==> src/rtl/fcm_pkg.sv <==
// Shared types and constants for the four-channel motor command framer.
package fcm_pkg;

    localparam int unsigned SpeedW    = 16;
    localparam int unsigned NowW      = 32;
    localparam int unsigned CfgAddrW  = 3;
    localparam int unsigned CfgDataW  = 16;
    localparam int unsigned IdxW      = 5;
    localparam int unsigned InDataW   = 104;

    typedef enum logic [CfgAddrW-1:0] {
        REG_FRAME_MODE   = 3'd0,
        REG_GUARD_ENABLE = 3'd1,
        REG_GUARD_TIMEOUT = 3'd2,
        REG_START_BYTE   = 3'd3,
        REG_END_BYTE     = 3'd4,
        REG_STOP_SPEED   = 3'd5
    } cfg_reg_t;

    localparam logic [IdxW-1:0] ASCII_LAST_IDX = 5'd21;
    localparam logic [IdxW-1:0] BIN_LAST_IDX   = 5'd9;
    localparam logic [IdxW-1:0] ASCII_CR_IDX   = 5'd20;
    localparam logic [2:0]      ASCII_LAST_POS = 3'd4;

    localparam logic [7:0] ASCII_CR   = 8'h0D;
    localparam logic [7:0] ASCII_LF   = 8'h0A;
    localparam logic [7:0] ASCII_ZERO = 8'h30;
    localparam logic [7:0] ASCII_ONE  = 8'h31;
    localparam logic [7:0] ASCII_F    = 8'h46;
    localparam logic [7:0] ASCII_R    = 8'h52;

    localparam logic signed [SpeedW-1:0] AsciiMax = 16'sd100;
    localparam logic signed [SpeedW-1:0] AsciiMin = -16'sd100;
    localparam logic signed [SpeedW-1:0] BinMin   = -16'sd32767;
    localparam logic signed [SpeedW-1:0] SpeedMin = 16'sh8000;

    localparam logic [SpeedW-1:0] ASCII_STOP_WORD = 16'h1000;
    localparam logic [7:0]        DivTenMul       = 8'd205;
    localparam logic [15:0]       TIMEOUT_RESET   = 16'd50;

    typedef struct packed {
        logic                   frame_mode;
        logic                   guard_enable;
        logic [15:0]            guard_timeout_ms;
        logic [7:0]             start_byte;
        logic [7:0]             end_byte;
        logic [SpeedW-1:0]      stop_speed;
    } cfg_t;

    // In ASCII mode a word holds {3'b0, neg, hundreds, tens, ones}.
    typedef struct packed {
        logic                   binary;
        logic                   guard_on;
        logic [3:0][SpeedW-1:0] word;
    } frame_t;

endpackage

==> src/rtl/fcm_front.sv <==
// Front end: accepts command words, runs the kill-switch guard and prepares frame contents.
module fcm_front import fcm_pkg::*; (
    input  logic               aclk,
    input  logic               aresetn,
    input  cfg_t               cfg,
    input  logic               s_tvalid,
    output logic               s_tready,
    input  logic [InDataW-1:0] s_tdata,
    input  logic               q_full,
    output logic               q_push,
    output frame_t             q_data
);

    logic [NowW-1:0] last_ok_time_reg;
    logic [NowW-1:0] last_ok_time_next;
    logic [NowW-1:0] now_ms;
    logic [NowW-1:0] elapsed;
    logic            pin_high;
    logic            stopping;
    logic            accept;

    logic signed [SpeedW-1:0] spd       [4];
    logic signed [SpeedW-1:0] asc_clamp [4];
    logic        [6:0]        mag       [4];
    logic        [14:0]       prod      [4];
    logic        [3:0]        quot      [4];
    logic        [6:0]        quot_x10  [4];
    logic        [3:0]        ones      [4];
    logic        [3:0]        tens      [4];
    logic                     hund      [4];
    logic        [SpeedW-1:0] asc_word  [4];
    logic        [SpeedW-1:0] bin_word  [4];

    assign now_ms   = s_tdata[96:65];
    assign pin_high = s_tdata[64];
    assign s_tready = !q_full;
    assign accept   = s_tvalid && !q_full;
    assign q_push   = accept;

    assign elapsed  = now_ms - last_ok_time_reg;
    assign stopping = cfg.guard_enable && !pin_high &&
                      (elapsed > {16'd0, cfg.guard_timeout_ms});

    for (genvar ch = 0; ch < 4; ch++) begin : g_chan
        assign spd[ch]       = s_tdata[ch*SpeedW +: SpeedW];
        assign asc_clamp[ch] = (spd[ch] < AsciiMin) ? AsciiMin :
                               (spd[ch] > AsciiMax) ? AsciiMax : spd[ch];
        assign mag[ch]       = asc_clamp[ch][SpeedW-1] ? 7'(-asc_clamp[ch])
                                                       : 7'(asc_clamp[ch]);
        assign prod[ch]      = {8'd0, mag[ch]} * {7'd0, DivTenMul};
        assign quot[ch]      = prod[ch][14:11];
        assign quot_x10[ch]  = {quot[ch], 3'b000} + {2'b00, quot[ch], 1'b0};
        assign ones[ch]      = 4'(mag[ch] - quot_x10[ch]);
        assign hund[ch]      = (quot[ch] == 4'd10);
        assign tens[ch]      = hund[ch] ? 4'd0 : quot[ch];
        assign asc_word[ch]  = {3'b000, asc_clamp[ch][SpeedW-1], 3'b000, hund[ch],
                                tens[ch], ones[ch]};
        assign bin_word[ch]  = (spd[ch] == SpeedMin) ? BinMin : spd[ch];

        assign q_data.word[ch] = stopping ?
                                 (cfg.frame_mode ? cfg.stop_speed : ASCII_STOP_WORD) :
                                 (cfg.frame_mode ? bin_word[ch] : asc_word[ch]);
    end

    assign q_data.binary   = cfg.frame_mode;
    assign q_data.guard_on = !stopping;

    always_comb begin
        last_ok_time_next = last_ok_time_reg;
        if (accept && cfg.guard_enable && pin_high) begin
            last_ok_time_next = now_ms;
        end
    end

    always_ff @(posedge aclk) begin
        if (!aresetn) begin
            last_ok_time_reg <= '0;
        end else begin
            last_ok_time_reg <= last_ok_time_next;
        end
    end

endmodule

==> src/rtl/fcm_queue.sv <==
// Two-entry frame queue between the front end and the byte serializer.
module fcm_queue import fcm_pkg::*; (
    input  logic   aclk,
    input  logic   aresetn,
    input  logic   push,
    input  frame_t push_data,
    output logic   full,
    input  logic   pop,
    output logic   not_empty,
    output frame_t pop_data
);

    frame_t     entry_reg [2];
    frame_t     entry_next [2];
    logic       wr_ptr_reg;
    logic       wr_ptr_next;
    logic       rd_ptr_reg;
    logic       rd_ptr_next;
    logic [1:0] count_reg;
    logic [1:0] count_next;

    assign full      = (count_reg == 2'd2);
    assign not_empty = (count_reg != 2'd0);
    assign pop_data  = entry_reg[rd_ptr_reg];

    always_comb begin
        entry_next[0] = entry_reg[0];
        entry_next[1] = entry_reg[1];
        wr_ptr_next   = wr_ptr_reg;
        rd_ptr_next   = rd_ptr_reg;
        count_next    = count_reg;
        if (push) begin
            entry_next[wr_ptr_reg] = push_data;
            wr_ptr_next            = !wr_ptr_reg;
        end
        if (pop) begin
            rd_ptr_next = !rd_ptr_reg;
        end
        if (push && !pop) begin
            count_next = count_reg + 2'd1;
        end else if (pop && !push) begin
            count_next = count_reg - 2'd1;
        end
    end

    always_ff @(posedge aclk) begin
        entry_reg[0] <= entry_next[0];
        entry_reg[1] <= entry_next[1];
    end

    always_ff @(posedge aclk) begin
        if (!aresetn) begin
            wr_ptr_reg <= 1'b0;
            rd_ptr_reg <= 1'b0;
            count_reg  <= 2'd0;
        end else begin
            wr_ptr_reg <= wr_ptr_next;
            rd_ptr_reg <= rd_ptr_next;
            count_reg  <= count_next;
        end
    end

endmodule

==> src/rtl/fcm_back.sv <==
// Back end: walks through a prepared frame and sends it out one byte per word.
module fcm_back import fcm_pkg::*; (
    input  logic       aclk,
    input  logic       aresetn,
    input  cfg_t       cfg,
    input  logic       q_not_empty,
    input  frame_t     q_data,
    output logic       q_pop,
    output logic       m_tvalid,
    input  logic       m_tready,
    output logic [7:0] m_tdata,
    output logic       m_tlast,
    output logic       m_tuser
);

    frame_t            cur_reg;
    frame_t            cur_next;
    logic              cur_valid_reg;
    logic              cur_valid_next;
    logic [IdxW-1:0]   idx_reg;
    logic [IdxW-1:0]   idx_next;
    logic [1:0]        ch_reg;
    logic [1:0]        ch_next;
    logic [2:0]        pos_reg;
    logic [2:0]        pos_next;
    logic              m_tvalid_reg;
    logic              m_tvalid_next;
    logic [7:0]        m_tdata_reg;
    logic [7:0]        m_tdata_next;
    logic              m_tlast_reg;
    logic              m_tlast_next;
    logic              m_tuser_reg;
    logic              m_tuser_next;

    logic              advance;
    logic              last_byte;
    logic              load;
    logic [IdxW-1:0]   bin_k;
    logic [SpeedW-1:0] bin_sel;
    logic [SpeedW-1:0] asc_sel;
    logic [7:0]        byte_val;

    assign advance   = cur_valid_reg && (!m_tvalid_reg || m_tready);
    assign last_byte = cur_reg.binary ? (idx_reg == BIN_LAST_IDX)
                                      : (idx_reg == ASCII_LAST_IDX);
    assign load      = !cur_valid_reg || (advance && last_byte);
    assign q_pop     = load && q_not_empty;

    assign bin_k   = idx_reg - 5'd1;
    assign bin_sel = cur_reg.word[bin_k[2:1]];
    assign asc_sel = cur_reg.word[ch_reg];

    always_comb begin
        byte_val = ASCII_ZERO;
        if (cur_reg.binary) begin
            if (idx_reg == 5'd0) begin
                byte_val = cfg.start_byte;
            end else if (idx_reg == BIN_LAST_IDX) begin
                byte_val = cfg.end_byte;
            end else begin
                byte_val = bin_k[0] ? bin_sel[15:8] : bin_sel[7:0];
            end
        end else if (idx_reg == ASCII_CR_IDX) begin
            byte_val = ASCII_CR;
        end else if (idx_reg == ASCII_LAST_IDX) begin
            byte_val = ASCII_LF;
        end else begin
            case (pos_reg)
                3'd0:    byte_val = ASCII_ONE + {6'd0, ch_reg};
                3'd1:    byte_val = asc_sel[12] ? ASCII_R : ASCII_F;
                3'd2:    byte_val = ASCII_ZERO | {4'd0, asc_sel[11:8]};
                3'd3:    byte_val = ASCII_ZERO | {4'd0, asc_sel[7:4]};
                default: byte_val = ASCII_ZERO | {4'd0, asc_sel[3:0]};
            endcase
        end
    end

    always_comb begin
        cur_next       = cur_reg;
        cur_valid_next = cur_valid_reg;
        idx_next       = idx_reg;
        ch_next        = ch_reg;
        pos_next       = pos_reg;
        m_tvalid_next  = m_tvalid_reg;
        m_tdata_next   = m_tdata_reg;
        m_tlast_next   = m_tlast_reg;
        m_tuser_next   = m_tuser_reg;

        if (advance) begin
            m_tvalid_next = 1'b1;
            m_tdata_next  = byte_val;
            m_tlast_next  = last_byte;
            m_tuser_next  = cur_reg.guard_on;
        end else if (m_tready) begin
            m_tvalid_next = 1'b0;
        end

        if (load) begin
            cur_next       = q_data;
            cur_valid_next = q_not_empty;
            idx_next       = '0;
            ch_next        = '0;
            pos_next       = '0;
        end else if (advance) begin
            idx_next = idx_reg + 5'd1;
            if (pos_reg == ASCII_LAST_POS) begin
                pos_next = '0;
                ch_next  = ch_reg + 2'd1;
            end else begin
                pos_next = pos_reg + 3'd1;
            end
        end
    end

    always_ff @(posedge aclk) begin
        cur_reg     <= cur_next;
        m_tdata_reg <= m_tdata_next;
        m_tlast_reg <= m_tlast_next;
        m_tuser_reg <= m_tuser_next;
    end

    always_ff @(posedge aclk) begin
        if (!aresetn) begin
            cur_valid_reg <= 1'b0;
            idx_reg       <= '0;
            ch_reg        <= '0;
            pos_reg       <= '0;
            m_tvalid_reg  <= 1'b0;
        end else begin
            cur_valid_reg <= cur_valid_next;
            idx_reg       <= idx_next;
            ch_reg        <= ch_next;
            pos_reg       <= pos_next;
            m_tvalid_reg  <= m_tvalid_next;
        end
    end

    assign m_tvalid = m_tvalid_reg;
    assign m_tdata  = m_tdata_reg;
    assign m_tlast  = m_tlast_reg;
    assign m_tuser  = m_tuser_reg;

endmodule

==> src/rtl/four_channel_motor_command_framer.sv <==
// Top level of the four-channel motor command framer with its configuration registers.
//
// Each word on the slave stream carries four signed speeds, the kill-switch pin
// level and a millisecond timestamp, and produces one serial command frame on the
// master stream, one byte per word: 22 bytes in ASCII mode, 10 bytes in binary mode.
// m_tlast marks the final byte of a frame and m_tuser carries the guard flag, which
// is low on every byte of a stop frame.
// When the framer is idle, a command word is registered in the queue, then in the
// serializer's frame register, and its first byte then in the m_tdata output register.
// Bytes then leave at one per cycle while m_tready is high; this rate is set by the
// byte serializer, which emits one byte from its output register each cycle.
// A two-frame queue separates the guard logic from the serializer, so s_tready
// stays high while the serializer still drains earlier frames. When m_tready is
// held low the output byte holds, the queue fills and s_tready drops.
// The user must write configuration via cfg_we, cfg_index, cfg_wdata only while idle;
// the block does not enforce this. Reset clears the queue and output, zeroes the guard
// time base and returns the registers to defaults (timeout 50 ms, all others zero).
module four_channel_motor_command_framer import fcm_pkg::*; (
    input  logic                aclk,
    input  logic                aresetn,
    input  logic                cfg_we,
    input  logic [CfgAddrW-1:0] cfg_index,
    input  logic [CfgDataW-1:0] cfg_wdata,
    input  logic                s_tvalid,
    output logic                s_tready,
    // speed_a [15:0], speed_b [31:16], speed_c [47:32], speed_d [63:48],
    // pin_high [64], now_ms [96:65], zero fill [103:97]
    input  logic [InDataW-1:0]  s_tdata,
    output logic                m_tvalid,
    input  logic                m_tready,
    // out_byte [7:0]
    output logic [7:0]          m_tdata,
    output logic                m_tlast,
    // guard_on [0]
    output logic                m_tuser
);

    cfg_t   cfg_reg;
    cfg_t   cfg_next;
    frame_t push_data;
    frame_t pop_data;
    logic   q_push;
    logic   q_full;
    logic   q_pop;
    logic   q_not_empty;

    always_comb begin
        cfg_next = cfg_reg;
        if (cfg_we) begin
            unique case (cfg_index)
                REG_FRAME_MODE:    cfg_next.frame_mode       = cfg_wdata[0];
                REG_GUARD_ENABLE:  cfg_next.guard_enable     = cfg_wdata[0];
                REG_GUARD_TIMEOUT: cfg_next.guard_timeout_ms = cfg_wdata;
                REG_START_BYTE:    cfg_next.start_byte       = cfg_wdata[7:0];
                REG_END_BYTE:      cfg_next.end_byte         = cfg_wdata[7:0];
                REG_STOP_SPEED:    cfg_next.stop_speed       = cfg_wdata;
                default:           cfg_next                  = cfg_reg;
            endcase
        end
    end

    always_ff @(posedge aclk) begin
        if (!aresetn) begin
            cfg_reg.frame_mode       <= 1'b0;
            cfg_reg.guard_enable     <= 1'b0;
            cfg_reg.guard_timeout_ms <= TIMEOUT_RESET;
            cfg_reg.start_byte       <= '0;
            cfg_reg.end_byte         <= '0;
            cfg_reg.stop_speed       <= '0;
        end else begin
            cfg_reg <= cfg_next;
        end
    end

    fcm_front u_front (
        .aclk     (aclk),
        .aresetn  (aresetn),
        .cfg      (cfg_reg),
        .s_tvalid (s_tvalid),
        .s_tready (s_tready),
        .s_tdata  (s_tdata),
        .q_full   (q_full),
        .q_push   (q_push),
        .q_data   (push_data)
    );

    fcm_queue u_queue (
        .aclk      (aclk),
        .aresetn   (aresetn),
        .push      (q_push),
        .push_data (push_data),
        .full      (q_full),
        .pop       (q_pop),
        .not_empty (q_not_empty),
        .pop_data  (pop_data)
    );

    fcm_back u_back (
        .aclk        (aclk),
        .aresetn     (aresetn),
        .cfg         (cfg_reg),
        .q_not_empty (q_not_empty),
        .q_data      (pop_data),
        .q_pop       (q_pop),
        .m_tvalid    (m_tvalid),
        .m_tready    (m_tready),
        .m_tdata     (m_tdata),
        .m_tlast     (m_tlast),
        .m_tuser     (m_tuser)
    );

endmodule
==> config.mk <==
export PLATFORM = sky130hd
export DESIGN_NAME = four_channel_motor_command_framer
export DESIGN_NICKNAME = d
export VERILOG_FILES = /design/src/rtl/fcm_pkg.sv /design/src/rtl/fcm_front.sv /design/src/rtl/fcm_queue.sv /design/src/rtl/fcm_back.sv /design/src/rtl/four_channel_motor_command_framer.sv
export SDC_FILE = /design/constraint.sdc
export NUM_CORES = 1
export LEC_CHECK = 0
export BUFFER_PORTS_ARGS = -buffer_cell sky130_fd_sc_hd__buf_4
export CORE_UTILIZATION = 40
export CTS_BUF_LIST = sky130_fd_sc_hd__clkbuf_4 sky130_fd_sc_hd__clkbuf_8 sky130_fd_sc_hd__clkbuf_16
export CTS_CLUSTER_SIZE = 40
export DETAILED_ROUTE_END_ITERATION = 16
export PLACE_DENSITY = 0.54
export SYNTH_ARGS = -nofsm -noshare
export SYNTH_HDL_FRONTEND = slang
export SYNTH_SLANG_ARGS = --single-unit
==> constraint.sdc <==
create_clock -name aclk -period 10.1 [get_ports aclk]
set_input_delay 2.02 -clock aclk [delete_from_list [all_inputs] [get_ports aclk]]
set_output_delay 2.02 -clock aclk [all_outputs]
set_load 0.005 [all_outputs]
## Yosys cells after proc, flatten, opt, wreduce, memory -nomap -nowiden

Memories as Yosys holds them, arrays and structs flattened. A register that Yosys moved wholly into a read port is not among the register bits.
Index checks and enable logic that the tools add are counted.

- Memories: 1
- Flip-flop bits (word level): 108
- Word-level logic and storage cells: 166
- Output and inout bits: 12
- Memory bits (writable): 132
- Bits of input ports: 128

Memory list:

| name | depth | width | read ports | clocked after Yosys merged registers in | write ports | RTL line | source |
|---|---|---|---|---|---|---|---|
| u_queue.entry_reg | 2 | 66 | 3 | 1 | 2 | fcm_queue.sv:13 | `frame_t entry_reg [2];` |

- $mul: 4
- Reductions and logical operators: 36
- Mux-type cells: 51
- $add $sub $neg: 20
- Equal/unequal tests: 21
- Magnitude comparators: 13
- Bitwise gates (word level): 2

Operators by type and width:

| cell | number |
|---|---|
| two-way mux 16 bit | 22 |
| bitwise mux 132 bit | 1 |
| two-way mux 132 bit | 1 |
| demux 66 bit (select 1 bit) | 1 |
| two-way mux 66 bit | 1 |
| binary-select mux 16 bit (select 2 bit) | 2 |
| == test 16 bit, second input constant | 4 |
| greater-than comparator 16 x 8 -> 1 bit, second input constant | 4 |
| less-than comparator 16 x 8 -> 1 bit, second input constant | 4 |
| multiplier 7 x 8 -> 15 bit, second input constant | 4 |
| two-way mux 8 bit | 6 |
| greater-than comparator 32 x 16 -> 1 bit | 1 |
| case mux 8 bit (4 select lines) | 1 |
| subtractor 32 bit | 1 |
| two-way mux 7 bit | 4 |
| negation 7 bit | 4 |
| adder 4 bit | 4 |
| == test 4 bit, second input constant | 4 |
| two-way mux 4 bit | 4 |
| subtractor 4 bit | 4 |
| AND reduction 2 bit | 7 |
| two-way mux 13 bit | 1 |
| == test 3 x 2 -> 1 bit, second input constant | 4 |
| logical AND 1 bit | 11 |
| 26 further kinds | 47 |

## Depth between registers and ports, before layout

- Depth after elaboration: 12
- Gate-level depth with buffers: 32
- Gate-level depth less buffers: 32

## Cells and area by module

A second synthesis with hierarchy kept.

- Cells, all modules: 2002
- Area total of the unflattened synthesis: 20776.2 sq um

By module, submodules not included:

| module | seq. area each (sq um) | instances | cells each | area each (sq um) |
|---|---|---|---|---|
| fcm_front | 640.6 | 1 | 1282 | 9555.4 |
| fcm_queue | 4063.9 | 1 | 227 | 4994.8 |
| fcm_back | 2522.4 | 1 | 304 | 4296.6 |
| four_channel_motor_command_framer | 1001.0 | 1 | 189 | 1929.4 |

## Worst setup path after synthesis

No wires, ideal clock.

- Path kind: input-to-reg
- Start point: input s_tdata[0]
- End point: memory u_queue.entry_reg[0][3] in the netlist's numbering (data pin)
- Cell stages on the path: 28
- Required time: 9.818 ns
- Setup slack: 1.666 ns
- Data arrival time: 8.153 ns
- Path buffers: 0
- Setup time: 0.282 ns
- Cells stage by stage: or2_2 -> a211o_1 -> a31oi_1 -> o21ai_1 -> ha_1 -> nor3b_1 -> o31ai_1 -> xnor2_1 -> inv_1 -> fa_1 -> inv_1 -> ha_1 -> inv_1 -> fa_1 -> inv_1 -> ha_1 -> nand3_1 -> nand2_1 -> a221o_1 -> a21oi_1 -> o21ai_0 -> a21oi_1 -> xnor2_1 -> ha_1 -> a21oi_1 -> xor3_1 -> xnor2_1 -> o221ai_1

RTL lines:

| item | RTL line | source |
|---|---|---|
| from (decl) | four_channel_motor_command_framer.sv:28 | `input logic [InDataW-1:0] s_tdata,` |
| to (decl) | fcm_queue.sv:13 |  |

==> flow_summary.ini <==
[placement]
place_area_um2 = 22000
port-buffer-count = 132
pre_cts_slack_ps = 751
place.gp.congestion = 0.855
hpwl_um = 40800

[cells_and_area]
largest_reg_flops = 132
drive_gt1_share_pct = 16.1
design_area_um2 = 23100
nets = 2428
layout_commonest_cell = nand2_1
syn_to_final_growth_pct = 13.6
nFillCells = 4693
layout_common_cells = nand2_1, edfxtp_1, ha_1
antennaDiodeCount = 0

[cts]
clk_latency_ps = 540
clk_pin_slew_ps = 50
post_cts_resized = 0
clk_path_buf_depth = 3
cts_root_buf = clkbuf_16
cts_max_level = 2
cts_hold_buf = 0
tritoncts = built
post-cts-setup-buffers = 0
clock-sinks = 306
cts_buffers = 36

[worst_setup_path]
cpMaxStageDelayCell = or4_1
end_kind = flop
crit_fanout = 6
r2r_slack_ps = 4070
timing.rr.end = u_queue.entry_reg[1][3]
cp.arrival_ps = 9110
rr_startpoint = u_front.last_ok_time_reg[0]
required_ps = 10350
path_class = in -> reg
start_kind = input port
cpPeakStageDelay_ps = 610
critPathMostFrequentCell = inv_1
ff2ff_path_depth = 21

[routing]
vias = 15300
wl_um = 54900
route.detailed.drc = 0
drt_first_pass_iters = 5
drt.antenna.violating_nets = 0
wl_per_cell_um = 19.8
viasPerCell = 5.52
drtIter0Drc = 1125

[synthesis]
synth_ff_type = edfxtp_1
yosysTopAreaCellShare_pct = 30.7
seq_area_frac_synth_pct = 40.3
yosys_register_bits = 306
synth_top_area_cell = edfxtp_1
synth.area.top_cells = edfxtp_1, ha_1, dfxtp_1
synth.distinct_cells = 89
synth_edf_count = 208
syn_nets = 2323
async_flop_share_pct = 0
postSynthCellCount = 1965
synth_area_um2 = 20400
syn_avg_cell_area_um2 = 10.4
ys.warnings.count = 0

[sta]
worst_slack_ps = 1240
maxClockFrequency_mhz = 113
setup_tns_ps = 0
whs_ps = 420
rsz0062_at_grt = no
min_period_ps = 8860
max_slew.worst_pin.slew_ps = 1240
finalMaxSlewViolations = 0
relSlewSlack_pct = 16.9
final.setup_skew_ps = 17.0
timing_hold_violations_final = 0
setup_viol = 0
min_period_over_period_pct = 87.7

[floorplan]
initial_core_util_pct = 40.6
io_pins = 140
dieArea_um2 = 51800
die_y_um = 228
num_rows = 82
core_um2 = 50200
fp.dieW_um = 228

[global_route]
grt_overflow = 0
grt_pass1_vias = 14800
track_usage_pct = 21.3
grt_util_met2_pct = 34.1
grt_pass1_wl_um = 84400
busiest_layer = met2
gr-usage-met3_pct = 2.78
grt_start_max_net_pins = 90
antenna_found_initial = 2
grt_use_met1_pct = 29.3

[power]
power_leakage_uw = 0.00889
power.density_nw_per_um2 = 173
ir_worst_vdd_mv = 0.137

[worst_hold_path]
worstHoldStart = u_back.cur_reg[64]
hold_depth = 0
holdCritPathClass = reg -> reg
holdPathEnd = u_back.m_tuser

[run]
maxCapViolCount = 0

[status]
status = finished clean
how the worst max path moves through the flow:
stage | from | to | cells after the start
5_1_grt | s_tdata[58] | u_queue.entry_reg[0][49] | 29
6_report | s_tdata[58] | u_queue.entry_reg[0][49] | 29
2_1_floorplan | s_tdata[0] | u_queue.entry_reg[0][3] | 28
3_3_place_gp | s_tdata[58] | u_queue.entry_reg[1][49] | 29
4_1_cts | s_tdata[58] | u_queue.entry_reg[0][49] | 29
3_5_place_dp | s_tdata[58] | u_queue.entry_reg[1][49] | 29
cell type report:
class	count	area [µm²]	share of cell area (%)
Clock buffer	50	1020	4.42
Clock inverter	15	130	0.562
Inverter	162	608	2.63
Multi-Input combinational cell	1418	11200	48.6
Sequential cell	306	8210	35.5
Tap cell	672	841	3.63
Timing Repair Buffer	146	1100	4.73
per-stage QoR:
stage,utilization (%),power [µW],std cells
4_1_cts,46.1,4030,2769
3_5_place_dp,43.8,2740,2704
5_1_grt,46.1,4170,2769
6_report,46.1,3990,2769
3_3_place_gp,43.8,2720,2704
2_1_floorplan,-,2370,1965
where the power goes:
group,total (µW),internal [µW],switching [µW]
Clock,1280,763,515
Combinational,901,407,494
Sequential,1810,1670,148
Total,3990,2840,1160
worst max-delay path: cells and delay by family:
kind | cells | cell delay [ps]
adders and majority gates | 6 | 2210
AOI/OAI and AO/OA | 7 | 2030
buffers and inverters | 7 | 520
xor gates and xnor gates | 2 | 510
and+or+nand+nor | 7 | 1810
synthesized netlist by cell type (37+ instances only):
master and number:
a21boi_0 75, a21oi_1 77, clkbuf_1 62, dfxtp_1 98
edfxtp_1 208, ha_1 197, inv_1 161, mux2_2 72
nand2_1 256, nand3_1 37, nor2_1 77, o21ai_0 71
xnor2_1 43
cell families (layout without fill, tap and decap cells):
family / after synthesis / in the layout / synth area share [%]
muxes: 124 / 124 / 8.32
and+or+nand+nor: 549 / 549 / 12.8
xor gates and xnor gates: 68 / 68 / 3.06
AOI/OAI and AO/OA: 447 / 447 / 15.6
buffers and inverters: 241 / 373 / 4.62
adders and majority gates: 230 / 230 / 15.3
DFF: 306 / 306 / 40.3
metal layers:
layer | wire [µm] | part of all wire, %
met1 | 25400 | 46
met2 | 25200 | 46
met3 | 2420 | 4.4
met4 | 1840 | 3.4
met5 | 0 | 0
Power figures use the tool's default switching activity.
